## src/rtl/fed_pkg.sv

```systemverilog
package fed_pkg;

   localparam int SAMPLE_BITS  = 24;
   localparam int DEPTH_BITS   = 16;
   localparam int CHANNELS     = 2;
   localparam int CH_BITS      = 1;
   localparam int RING_WORDS   = CHANNELS << DEPTH_BITS;
   localparam int GAIN_BITS    = 16;
   localparam int Q_BITS       = GAIN_BITS + 1;
   localparam int Q_FRAC       = 15;
   localparam int PROD_BITS    = SAMPLE_BITS + Q_BITS + 1;
   localparam int SUM_BITS     = SAMPLE_BITS + 2;
   localparam int CSR_BITS     = 2;
   localparam int QUEUE_DEPTH  = 4;
   localparam int QUEUE_BITS   = 2;

   localparam logic [Q_BITS-1:0] UNITY = Q_BITS'(32768);

   typedef enum logic [CSR_BITS-1:0] {
      CSR_DELAY    = 2'd0,
      CSR_FEEDBACK = 2'd1,
      CSR_WET_MIX  = 2'd2
   } csr_index_type;

   typedef logic signed [SAMPLE_BITS-1:0] sample_type;

   // one queued item, classified by the front end
   typedef struct packed {
      logic                  chan;
      logic [CH_BITS-1:0]    ring;
      logic [DEPTH_BITS-1:0] waddr;
      logic [DEPTH_BITS-1:0] raddr;
      logic                  rvalid;
      sample_type            dry;
   } item_type;

   localparam logic signed [SUM_BITS-1:0] SAT_HI =
      {{(SUM_BITS-SAMPLE_BITS+1){1'b0}}, {(SAMPLE_BITS-1){1'b1}}};
   localparam logic signed [SUM_BITS-1:0] SAT_LO =
      {{(SUM_BITS-SAMPLE_BITS+1){1'b1}}, {(SAMPLE_BITS-1){1'b0}}};

   function automatic logic [Q_BITS-1:0] clamp_gain(input logic [GAIN_BITS-1:0] g);
      logic [Q_BITS-1:0] gw;
      gw = {1'b0, g};
      return (gw > UNITY) ? UNITY : gw;
   endfunction

   function automatic sample_type sat_sample(input logic signed [SUM_BITS-1:0] v);
      sample_type r;
      if (v > SAT_HI) begin
         r = sample_type'(SAT_HI[SAMPLE_BITS-1:0]);
      end else if (v < SAT_LO) begin
         r = sample_type'(SAT_LO[SAMPLE_BITS-1:0]);
      end else begin
         r = sample_type'(v[SAMPLE_BITS-1:0]);
      end
      return r;
   endfunction

endpackage

```

## src/rtl/fed_front.sv

```systemverilog
module fed_front (
   input  logic                            clock,
   input  logic                            reset,
   input  logic                            req_valid,
   output logic                            req_ready,
   input  logic                            req_chan,
   input  fed_pkg::sample_type             req_sample_in,
   input  logic [fed_pkg::DEPTH_BITS-1:0]  delay,
   input  logic                            q_full,
   output logic                            q_push,
   output fed_pkg::item_type               q_item
);

   logic [fed_pkg::DEPTH_BITS-1:0] wptr_ff [fed_pkg::CHANNELS];
   logic [fed_pkg::DEPTH_BITS-1:0] wptr_in [fed_pkg::CHANNELS];
   logic [fed_pkg::CHANNELS-1:0]   wrap_ff;
   logic [fed_pkg::CHANNELS-1:0]   wrap_in;
   logic [fed_pkg::CH_BITS-1:0]    ring;
   logic [fed_pkg::DEPTH_BITS-1:0] w;
   logic [fed_pkg::DEPTH_BITS-1:0] rd;

   assign req_ready = !q_full;
   assign q_push    = req_valid && !q_full;
   assign ring      = fed_pkg::CH_BITS'(req_chan);
   assign w         = wptr_ff[ring];
   assign rd        = w - delay;

   // entry rd holds a written value once the ring has wrapped or rd lies behind w
   always_comb begin
      q_item.chan   = req_chan;
      q_item.ring   = ring;
      q_item.waddr  = w;
      q_item.raddr  = rd;
      q_item.rvalid = wrap_ff[ring] || (rd < w);
      q_item.dry    = req_sample_in;
   end

   always_comb begin
      wptr_in = wptr_ff;
      wrap_in = wrap_ff;
      if (q_push) begin
         wptr_in[ring] = w + 1'b1;
         if (w == {fed_pkg::DEPTH_BITS{1'b1}}) begin
            wrap_in[ring] = 1'b1;
         end
      end
   end

   always_ff @(posedge clock) begin
      if (reset) begin
         for (int i = 0; i < fed_pkg::CHANNELS; i++) begin
            wptr_ff[i] <= '0;
         end
         wrap_ff <= '0;
      end else begin
         wptr_ff <= wptr_in;
         wrap_ff <= wrap_in;
      end
   end

endmodule

```

## config.mk

```make
export PLATFORM = sky130hd
export DESIGN_NAME = fed_front
export DESIGN_NICKNAME = d
export VERILOG_FILES = /design/src/rtl/fed_pkg.sv /design/src/rtl/fed_front.sv
export SDC_FILE = /design/constraint.sdc
export NUM_CORES = 1
export LEC_CHECK = 0
export ABC_AREA = 1
export ABC_CLOCK_PERIOD_IN_PS = 3400
export BUFFER_PORTS_ARGS = -buffer_cell sky130_fd_sc_hd__buf_2
export CAP_MARGIN = 20
export CORE_AREA = 2 2 145 90
export CTS_CLUSTER_SIZE = 24
export DETAILED_ROUTE_END_ITERATION = 10
export DIE_AREA = 0 0 147 92
export GPL_TIMING_DRIVEN = 0
export SLEW_MARGIN = 30
export SYNTH_ARGS = -nofsm -noshare
export SYNTH_HDL_FRONTEND = slang
export SYNTH_SLANG_ARGS = --single-unit
```

## constraint.sdc

```tcl
create_clock -name clock -period 3.4 [get_ports clock]
set_input_delay 0.17 -clock clock [delete_from_list [all_inputs] [get_ports clock]]
set_output_delay 0.17 -clock clock [all_outputs]
set_load 0.01 [all_outputs]
```

== Word level (Yosys, flattened, before mapping) ==
Cells that the tools add are included.
Word-level totals
  register bits: 34
  bits of input ports: 45
  output and inout bits: 61
Cells by class
  add/subtract/negate cells: 2
  $lt $le $gt $ge: 5
  equal/unequal tests: 1
  multiplexer cells: 10
  bitwise operators: 2
  reduce and logical (&&, ||, !) cells: 6
Operators with widths (count)
  2-to-1 mux 16 bit: 4
  bitwise mux 32 bit: 1
  adder 16 x 1 -> 16 bit (second input constant): 1
  demux 16 bit (select 1 bit): 1
  == test 16 bit (second input constant): 1
  < comparator 16 bit: 1
  subtractor 16 bit: 1
  logical AND 1 bit: 3
  2-to-1 mux 1 bit: 3
  >= comparator 2 bit (second input constant): 1
  < comparator 1 x 2 -> 1 bit (second input constant): 1
  < comparator 2 x 1 -> 1 bit (second input constant): 1
  inverter 1 -> 2 bit: 1
  OR 2 bit: 1
  AND reduction 2 bit: 1
  demux 1 bit (select 1 bit): 1
  >= comparator 1 bit (second input constant): 1
  logical NOT 1 bit: 1
  logical OR 1 bit: 1

== Longest topological paths before layout ==
Gate-level depths: netlist of the first run.
  depth in word-level cells: 7
  mapped depth: 20
  gate-level depth less buffers: 19

== Worst setup path before layout of the first run ==
No wires, ideal clock.
  kind: register to output
  start: register wptr_ff[24] in the netlist's numbering
  end: output port q_item[24] in the netlist's numbering
  arrival: 2.537 ns
  required time: 3.230 ns
  slack: 0.693 ns
  stages on the path, launching flop included: 15
  buffers on the path: 0
  cells stage by stage: dfxtp_1 > inv_1 > o21ai_1 > ha_1 > a21oi_1 > nand2_1 > a21oi_1 > xor2_1 > ha_1 > a21oi_1 > nand3b_1 > a21oi_1 > nor2_1 > nand2_1 > nand2_1
RTL lines
  start, declared: RTL line fed_front.sv:14  | logic [fed_pkg::DEPTH_BITS-1:0] wptr_ff [fed_pkg::CHANNELS];
  start signal, assigned: RTL line fed_front.sv:56  | wptr_ff <= wptr_in;
  end, declared: RTL line fed_front.sv:11  | output fed_pkg::item_type q_item

==> key figures, run 1 <==
Outcome
  • Status: finished, final reports clean

Synthesis
  • Mapped Avg Cell Area: 6.34 um2
  • Share of the synthesized area in the top cell type: 19.5%
  • Most frequent cell after synthesis: nand2_1
  • Synth top area cells: dfxtp_1 20%, nand2_1 15%, ha_1 11%
  • Commonest cells in the netlist: 136 x nand2_1, 89 x inv_1, 50 x a21oi_1
  • Largest area contributor in the netlist: dfxtp_1
  • Ys flop type: dfxtp_1
  • EDFF count, synth: 0
  • Asr flop ratio synth: 0%
  • Netlist cell types: 33
  • Yosys warnings: 0
  • Sequential area share after synthesis: 19.5%
  • Mapped Nets: 628
  • Synth Cell Area: 3490 um2
  • Number of synthesized register bits: 34
  • Syn Inst Count: 550

STA
  • WHS: 378 ps
  • Relative slew slack: 57.5%
  • Peak Freq: 307 MHz
  • Final Hold Fails: 0
  • Worst Skew: 4.91 ps
  • Tcrit/Tclk final: 95.7%
  • Slew @ Worst Pin: 638 ps
  • Slew Viols, Final: 0
  • Min cycle time layout: 3250 ps
  • Setup TNS: 0 ps
  • Setup-failing EPs final: 0

Hold path
  • Hold Path Depth: 4
  • Worst hold path class: in2reg

Clock tree
  • CTS Root Cell: clkbuf_16
  • Clock sink count: 34
  • CTS clock-pin slew for the worst setup and hold paths: 50 ps
  • Worst-skew pair later-pin latency: 290 ps
  • Clock Path Buffers: 2
  • CTS tree: done
  • H-tree depth: 2
  • Num CTS Buffers: 5

Setup path
  • Critical path type: reg2out
  • Crit path DAT: 3080 ps
  • Worst Path Required: 3230 ps
  • Reg2Reg Depth: 11
  • Startpoint type of the worst setup path: flip-flop
  • Crit Path Max Fanout: 6
  • CP Capture Type: primary output

Global routing
  • GRT Overall Usage: 16.3%
  • Largest net degree at the start of global routing: 11
  • First-pass GRT wire length: 17.3 mm
  • Grt total ovfl: 0
  • Number of global-route vias before repair: 3,166
  • Initial antenna violation count: 0

Detailed routing
  • Drt total wl: 11.1 mm
  • Avg WL per Cell: 13.7 um
  • # DRC: 0
  • DRT Pass-1 Iters: 5
  • Vias: 3,724
  • Drt first-iter violations: 273
  • ANT nets after route: 0
  • Vias/cell: 4.58

Place
  • Input/output buffers: 80
  • Post-DP HPWL: 8.81 mm
  • GP Congestion: 0.877
  • DP Area: 4100 um2

Floorplan
  • CORE AREA: 12,400 um2
  • Die span in x: 147 um
  • Die area: 13,500 um2
  • Row cnt: 32
  • Ports: 106
  • Initial Utilization: 28.1%
  • Die height: 92 um

Power and ir drop
  • Cell Pwr Density: 327 nW/um2
  • Leak: 2.36 nW
  • Peak supply drop: 162 uV

Final layout
  • Post-route cell area: 4460 um2
  • Layout cells sized above 1: 27.7%
  • Antenna diodes: 0
  • Layout Area Growth over Synthesis: 27.8%
  • Nets: 721

Run
  • Max-Cap Viols: 0
==> routing by layer <==
metal / wire [um] / vias up / GRT usage [%]
li1: - / 1911 / -
met1: 5940 / 1649 / 27.1
met2: 4070 / 155 / 20.6
met3: 1050 / 9 / 3.73
met4: 60 / 0 / 2.64
met5: 0 / - / 0
==> cell usage in the layout (no fill, tap or decap), types with 2 or more instances in the layout <==
cell / n
xor2_1: 12
clkbuf_16: 5
o21ai_1: 3
xnor2_1: 3
a21o_1: 5
o21ai_0: 19
nor2_2: 6
nor2_1: 34
dfxtp_1: 34
nand4_1: 9
nand2_1: 128
nor2_4: 3
o21bai_1: 3
buf_2: 83
o21a_1: 2
nand2_4: 2
nand3b_1: 3
ha_4: 3
xor2_2: 3
nand3_4: 2
nand2_2: 11
o21ai_2: 5
o21ai_4: 5
inv_2: 3
nand3_1: 40
a21oi_2: 2
buf_4: 33
a21oi_1: 48
buf_6: 3
ha_2: 2
inv_1: 89
clkbuf_1: 4
ha_1: 27
==> metrics by stage <==
stage / total power [mW] / worst slack, ps / utilization, % / instances
after CTS: 1.42 / 11.7 / 34.2 / 807
after global placement: 0.969 / -53.0 / 33.1 / 800
after global routing: 1.56 / -44.4 / 35.9 / 813
after detailed placement: 0.971 / -26.0 / 33.1 / 800
final: 1.46 / 145 / 35.9 / 813
after floorplan: 0.799 / 693 / - / 550
==> power by group <==
part           internal, mW  switching (mW)
sequential            0.418         0.00828
combinational         0.235           0.351
clock                 0.268           0.178
==> state kept, by name (all words and copies together) (netlist names) <==
name and count:
wptr_ff 32, wrap_ff 2
==> final timing paths <==
kind,startpoint,to,slack [ps]
max,wptr_ff[18],q_item[24],150
min,reset,wptr_ff[21],380
max reg2reg,wptr_ff[16],wptr_ff[14],1550
min reg2reg,wrap_ff[0],wrap_ff[0],450
==> final cells by class <==
type,count,area (um2)
fill,1352,7950
multi-input combinational,385,2350
sequential,34,681
timing repair buffer,86,448
inverter,93,352
buffer,38,283
tap,170,213
clock buffer,7,133
==> kinds of logic (layout without fill, tap and decap cells) <==
logic type | after synthesis | after routing | synth area share, %
and+or+nand+nor | 240 | 240 | 30.7
DFF | 34 | 34 | 19.5
buffers and inverters | 131 | 224 | 18.0
adders and majority gates | 33 | 33 | 12.0
AOI/OAI and AO/OA | 94 | 94 | 15.2
xor gates and xnor gates | 18 | 18 | 4.52
==> worst max-delay path: stages, from the launching register on <==
cell and delay (ps):
dfxtp_1 310, nand2_1 100, nand2_4 100, ha_1 370
a21oi_1 200, nand2_2 100, a21o_4 240, a21oi_1 150
xor2_1 220, ha_1 280, a21oi_1 160, nand3b_1 130
a21oi_1 70, nor2_1 80, nand2_1 80, nand2_1 60
buf_2 120
==> what timing repair did <==
item	CTS	global route
setup buffers	0	6
hold buffers	0	0
resized for setup	2	38
pin swaps	0	5
endpoints found under the setup margin	1	1
Note: power is estimated with default switching activity, not from simulation.
==> run 2: changes to the inputs <==
--- a/config.mk
+++ b/config.mk
@@ -6,7 +6,7 @@
 export NUM_CORES = 1
 export LEC_CHECK = 0
 export ABC_AREA = 1
-export ABC_CLOCK_PERIOD_IN_PS = 3400
+export ABC_CLOCK_PERIOD_IN_PS = 2770
 export BUFFER_PORTS_ARGS = -buffer_cell sky130_fd_sc_hd__buf_2
 export CAP_MARGIN = 20
 export CORE_AREA = 2 2 145 90
==> constraint.sdc (replaced) <==
create_clock -name clock -period 2.77 [get_ports clock]
set_input_delay 0.1385 -clock clock [delete_from_list [all_inputs] [get_ports clock]]
set_output_delay 0.1385 -clock clock [all_outputs]
set_load 0.01 [all_outputs]
==> key figures, run 2 (synthesis results as in run 1) <==
Detailed routing
  • # DRC: 0 (unchanged)
  • Vias/cell: 4.62 (+0.82%)
  • ANT nets after route: 0 (unchanged)
  • Drt total wl: 11.7 mm (+5.5%)
  • DRT Pass-1 Iters: 5 (unchanged)
  • Drt first-iter violations: 289 (+5.9%)
  • Avg WL per Cell: 14.1 um (+2.9%)
  • Vias: 3,847 (+3.3%)

Setup path
  • Crit path DAT: 2950 ps (-130 ps)
  • Critical path type: reg2out
  • CP Capture Type: primary output
  • Startpoint type of the worst setup path: flip-flop
  • Worst Path Required: 2630 ps (-600 ps)
  • Crit Path Max Fanout: 5 (-1)
  • Reg2Reg Depth: 11 (unchanged)

Final layout
  • Layout Area Growth over Synthesis: 37.6%
  • Largest regs: wptr_ff x32, wrap_ff x2
  • Max reg flops: 32 (unchanged)
  • Final Core Density: 38.7% (+2.8 points)
  • Biggest register: wptr_ff
  • # fillers: 1,323 (-2.1%)
  • Nets: 741 (+2.8%)
  • Layout cells sized above 1: 33.5% (+5.8 points)
  • Commonest non-fill, non-tap cell in the layout: nand2_1
  • Antenna diodes: 0 (unchanged)
  • Commonest cells after routing, fill and taps aside: 125 x nand2_1, 87 x inv_1, 83 x buf_2, 54 x buf_4, 44 x a21oi_1

Floorplan
  • CORE AREA: 12,400 um2 (unchanged)
  • Ports: 106 (unchanged)
  • Die area: 13,500 um2 (unchanged)
  • Row cnt: 32 (unchanged)
  • Die height: 92 um (unchanged)
  • Die span in x: 147 um (unchanged)
  • Initial Utilization: 28.1% (unchanged)

Global routing
  • First-pass GRT wire length: 18.2 mm (+5.5%)
  • GRT Overall Usage: 17.2% (+0.85 points)
  • Number of global-route vias before repair: 3,354 (+5.9%)
  • Initial antenna violation count: 0 (unchanged)
  • Grt total ovfl: 0 (unchanged)
  • Largest net degree at the start of global routing: 11 (unchanged)

STA
  • Slew @ Worst Pin: 624 ps (-13.7 ps)
  • Slew Viols, Final: 0 (unchanged)
  • Tcrit/Tclk final: 111%
  • Min cycle time layout: 3090 ps
  • RSZ-0062 raised after global routing: true
  • Worst Skew: 6.00 ps (+1.09 ps)
  • Peak Freq: 324 MHz
  • Relative slew slack: 58.4% (+0.91 points)
  • Final WS setup: -318 ps (-464 ps)
  • Setup TNS: -318 ps (-318 ps)
  • Final Hold Fails: 0 (unchanged)
  • Setup-failing EPs final: 1 (+1)

Clock tree
  • H-tree depth: 2 (unchanged)
  • CTS clock-pin slew for the worst setup and hold paths: 50 ps (about the same)
  • Hold_buf cts: 0 (unchanged)
  • CTS tree: done
  • Worst-skew pair later-pin latency: 290 ps (about the same)
  • Clock Path Buffers: 2 (unchanged)
  • Clock sink count: 34 (unchanged)
  • Num CTS Buffers: 5 (unchanged)
  • CTS Root Cell: clkbuf_16

Power and ir drop
  • Peak supply drop: 197 uV (+22%)
  • Overall power: 1.89 mW (+30%)
  • Cell Pwr Density: 394 nW/um2 (+21%)
  • Leak: 2.49 nW (+5.2%)

Place
  • Input/output buffers: 80 (unchanged)
  • GP Congestion: 0.877 (unchanged)
  • Post-DP HPWL: 8.81 mm (unchanged)
  • Dpl ws: -593 ps (-567 ps)

Run
  • Max-Cap Viols: 0 (unchanged)

Outcome
  • Failing checks: setup timing
  • Status: finished with violations

Hold path
  • Worst hold path class: in2reg
  • Hold Path Depth: 4 (unchanged)
## run 2: what timing repair did
item / in CTS / in global routing
resized for setup: 50 / 21
pin swaps: 16 / 18
setup buffers: 9 / 17
setup endpoints to repair: 2 / 1
## run 2: per-layer routing
metal / up-vias / track usage, % / part of all wire, %
li1: 1954 / - / -
met1: 1749 / 27.7 / 54
met2: 137 / 23.0 / 38
met3: 7 / 3.63 / 7.5
met4: 0 / 2.72 / 0.49
met5: - / 0 / 0
## run 2: worst max-delay path: stages, from the launching register on
cell and delay [ps]:
dfxtp_1 330, nand2_1 90, nand2_4 100, ha_4 220
a21oi_1 140, nand2_1 130, a21o_4 270, xor2_2 180
ha_1 310, a21oi_2 170, nor2_2 60, a211oi_2 190
nand2_1 120, nand2_1 90, nand2_1 70, nand2_1 60
buf_2 120
## run 2: power by group
| part | leakage (nW) | total, mW | switching [mW] | internal, mW |
|---|---|---|---|---|
| registers | 0.278 | 0.524 | 0.0103 | 0.513 |
| clock network | 0.0640 | 0.552 | 0.223 | 0.329 |
| logic | 2.14 | 0.818 | 0.467 | 0.351 |
## run 2: final cells by class
class                      count  area, um2  share of cell area [%]
buffer                        38        283                    5.89
tap                          170        213                    4.43
sequential                    34        682                    14.2
multi-input combinational    385       2540                    53.0
timing repair buffer         106        598                    12.5
clock buffer                   7        133                    2.76
inverter                      93        352                    7.32
## run 2: metrics by stage
stage                     instances  instance area (um2)  hold WS [ps]
after floorplan                 550                 3490           328
after global placement          800                 4100           440
after detailed placement        800                 4100           447
after CTS                       816                 4570           331
after global routing            833                 4800           401
final                           833                 4800           358
## run 2: final timing paths
| kind | start | end | slack [ps] |
|---|---|---|---|
| worst min-delay path | reset | wptr_ff[21] | 360 |
| worst max-delay path | wptr_ff[18] | q_item[24] | -320 |
| worst min register to register | wrap_ff[0] | wrap_ff[0] | 450 |
| worst max register to register | wptr_ff[16] | wptr_ff[14] | 970 |
==> run 3: changes to the inputs <==
--- a/config.mk
+++ b/config.mk
@@ -10,6 +10,7 @@
 export BUFFER_PORTS_ARGS = -buffer_cell sky130_fd_sc_hd__buf_2
 export CAP_MARGIN = 20
 export CORE_AREA = 2 2 145 90
+export CTS_BUF_LIST = sky130_fd_sc_hd__clkbuf_4 sky130_fd_sc_hd__clkbuf_8
 export CTS_CLUSTER_SIZE = 24
 export DETAILED_ROUTE_END_ITERATION = 10
 export DIE_AREA = 0 0 147 92
==> key figures, run 3 (synthesis results as in run 1) <==
Floorplan
  • CORE AREA: 12,400 um2 (unchanged)
  • Ports: 106 (unchanged)
  • Die span in x: 147 um (unchanged)
  • Die height: 92 um (unchanged)
  • Row cnt: 32 (unchanged)
  • Initial Utilization: 28.1% (unchanged)
  • Die area: 13,500 um2 (unchanged)

STA
  • Final Hold Fails: 0 (unchanged)
  • Setup TNS: -282 ps (+36.5 ps)
  • Tcrit/Tclk final: 110% (-1.3 points)
  • Final WS setup: -282 ps (+36.5 ps)
  • RSZ-0062 raised after global routing: true
  • Worst Skew: 10.7 ps (+4.75 ps)
  • Setup-failing EPs final: 1 (unchanged)
  • Slew Viols, Final: 0 (unchanged)
  • WHS: 345 ps (-13.2 ps)
  • Slew @ Worst Pin: 611 ps (-13.4 ps)
  • Relative slew slack: 59.3% (+0.90 points)
  • Peak Freq: 328 MHz (+1.2%)
  • Min cycle time layout: 3050 ps (-36.5 ps)

Final layout
  • Layout cells sized above 1: 33.9% (+0.40 points)
  • Antenna diodes: 0 (unchanged)
  • Commonest cells after routing, fill and taps aside: 124 x nand2_1, 87 x inv_1, 83 x buf_2, 52 x buf_4, 44 x a21oi_1
  • Layout Area Growth over Synthesis: 36.4%
  • Nets: 739 (-0.27%)
  • Biggest register: wptr_ff
  • Commonest non-fill, non-tap cell in the layout: nand2_1
  • Max reg flops: 32 (unchanged)
  • Largest regs: wptr_ff x32, wrap_ff x2

Global routing
  • Number of global-route vias before repair: 3,318 (-1.1%)
  • Top Usage Layer GRT: met1
  • Grt met2 use: 22.5% (-0.47 points)
  • Grt total ovfl: 0 (unchanged)
  • GR Util met1: 27.8% (+0.061 points)
  • First-pass GRT wire length: 18.1 mm (-0.80%)
  • Largest net degree at the start of global routing: 11 (unchanged)
  • GRT met3 Usage: 3.48% (-0.15 points)
  • Initial antenna violation count: 0 (unchanged)
  • GRT Overall Usage: 17.1% (-0.11 points)

Setup path
  • Critical path type: reg2out
  • Worst Path Required: 2630 ps (about the same)
  • Crit path DAT: 2910 ps (-40 ps)
  • CP Capture Type: primary output
  • Startpoint type of the worst setup path: flip-flop
  • Crit Path Max Fanout: 5 (unchanged)

Place
  • Input/output buffers: 80 (unchanged)
  • GP Congestion: 0.877 (unchanged)
  • Post-DP HPWL: 8.81 mm (unchanged)

Detailed routing
  • Avg WL per Cell: 14.0 um (-0.79%)
  • Drt first-iter violations: 275 (-4.8%)
  • Vias/cell: 4.55 (-1.5%)
  • Drt total wl: 11.6 mm (-1.0%)
  • Vias: 3,782 (-1.7%)
  • # DRC: 0 (unchanged)
  • ANT nets after route: 0 (unchanged)
  • DRT Pass-1 Iters: 6 (+1)

Clock tree
  • Clock sink count: 34 (unchanged)
  • Worst-skew pair later-pin latency: 310 ps (+20 ps)
  • CTS tree: done
  • Num CTS Buffers: 5 (unchanged)
  • H-tree depth: 2 (unchanged)
  • Clock Path Buffers: 2 (unchanged)
  • Hold_buf cts: 0 (unchanged)
  • CTS clock-pin slew for the worst setup and hold paths: 70 ps (+20 ps)
  • CTS Root Cell: clkbuf_8

Outcome
  • Failing checks: setup timing
  • Status: finished with violations

Power and ir drop
  • Leak: 2.46 nW (-1.1%)
  • Cell Pwr Density: 365 nW/um2 (-7.5%)
  • Peak supply drop: 174 uV (-12%)

Hold path
  • Worst hold path class: in2reg

Run
  • Max-Cap Viols: 0 (unchanged)
## run 3: changes by cell type in the layout (fill, tap and decap cells not counted), moves of 2 or more
cell and delta:
buf_4 -2, clkbuf_1 -2, clkbuf_16 -5, clkbuf_4 +2
clkbuf_8 +5
## run 3: power breakdown
group / total [mW] / switching [mW] / internal [mW]
Clock: 0.396 / 0.203 / 0.193
Combinational: 0.817 / 0.466 / 0.351
Sequential: 0.523 / 0.0102 / 0.512
Total: 1.74 / 0.679 / 1.06
## run 3: path summary, 6_finish.rpt
check              start          end  slack [ps]  depth (start not counted)
max          wptr_ff[18]   q_item[24]        -280                         16
min                reset  wptr_ff[21]         350                          4
max reg2reg  wptr_ff[16]  wptr_ff[14]         940                         11
min reg2reg   wrap_ff[0]   wrap_ff[0]         460                          2
## run 3: cell type report
type                            instances  area (um2)
Buffer                                 38         283
Clock buffer                            7        83.8
Fill cell                            1325        7650
Inverter                               93         352
Multi-Input combinational cell        385        2560
Sequential cell                        34         682
Tap cell                              170         213
Timing Repair Buffer                  104         583
## run 3: worst max-delay path, cell delays in order (launching register included)
cell,delay (ps)
dfxtp_1,340
nand2_1,90
nand2_4,100
ha_4,220
a21oi_1,140
nand2_1,130
a21o_4,260
a21oi_2,140
xor2_1,210
ha_1,280
a21oi_1,160
nand3b_1,130
a21oi_1,70
nor2_1,80
nand2_1,80
nand2_1,60
buf_2,120
## run 3: metal layers
| metal | vias to the layer above | routed length (um) | share of wire (%) |
|---|---|---|---|
| met5 | - | 0 | 0 |
| met3 | 7 | 878 | 7.6 |
| met4 | 0 | 56 | 0.48 |
| li1 | 1949 | - | - |
| met1 | 1702 | 6300 | 54 |
| met2 | 124 | 4370 | 38 |
## run 3: repair_timing
item	CTS	global route
resized for setup	46	28
setup endpoints to repair	2	1
pin swaps	15	22
buffers inserted	8	16
## run 3: through the flow
step | setup WS [ps] | instance area [um2] | cells | utilization [%] | total power [mW]
5_1_grt | -464 | 4760 | 831 | 38.4 | 1.87
3_5_place_dp | -593 | 4100 | 800 | 33.1 | 1.19
2_1_floorplan | 94.5 | 3490 | 550 | - | 0.981
6_report | -282 | 4760 | 831 | 38.4 | 1.74
4_1_cts | -315 | 4500 | 815 | 36.3 | 1.65
3_3_place_gp | -620 | 4100 | 800 | 33.1 | 1.19
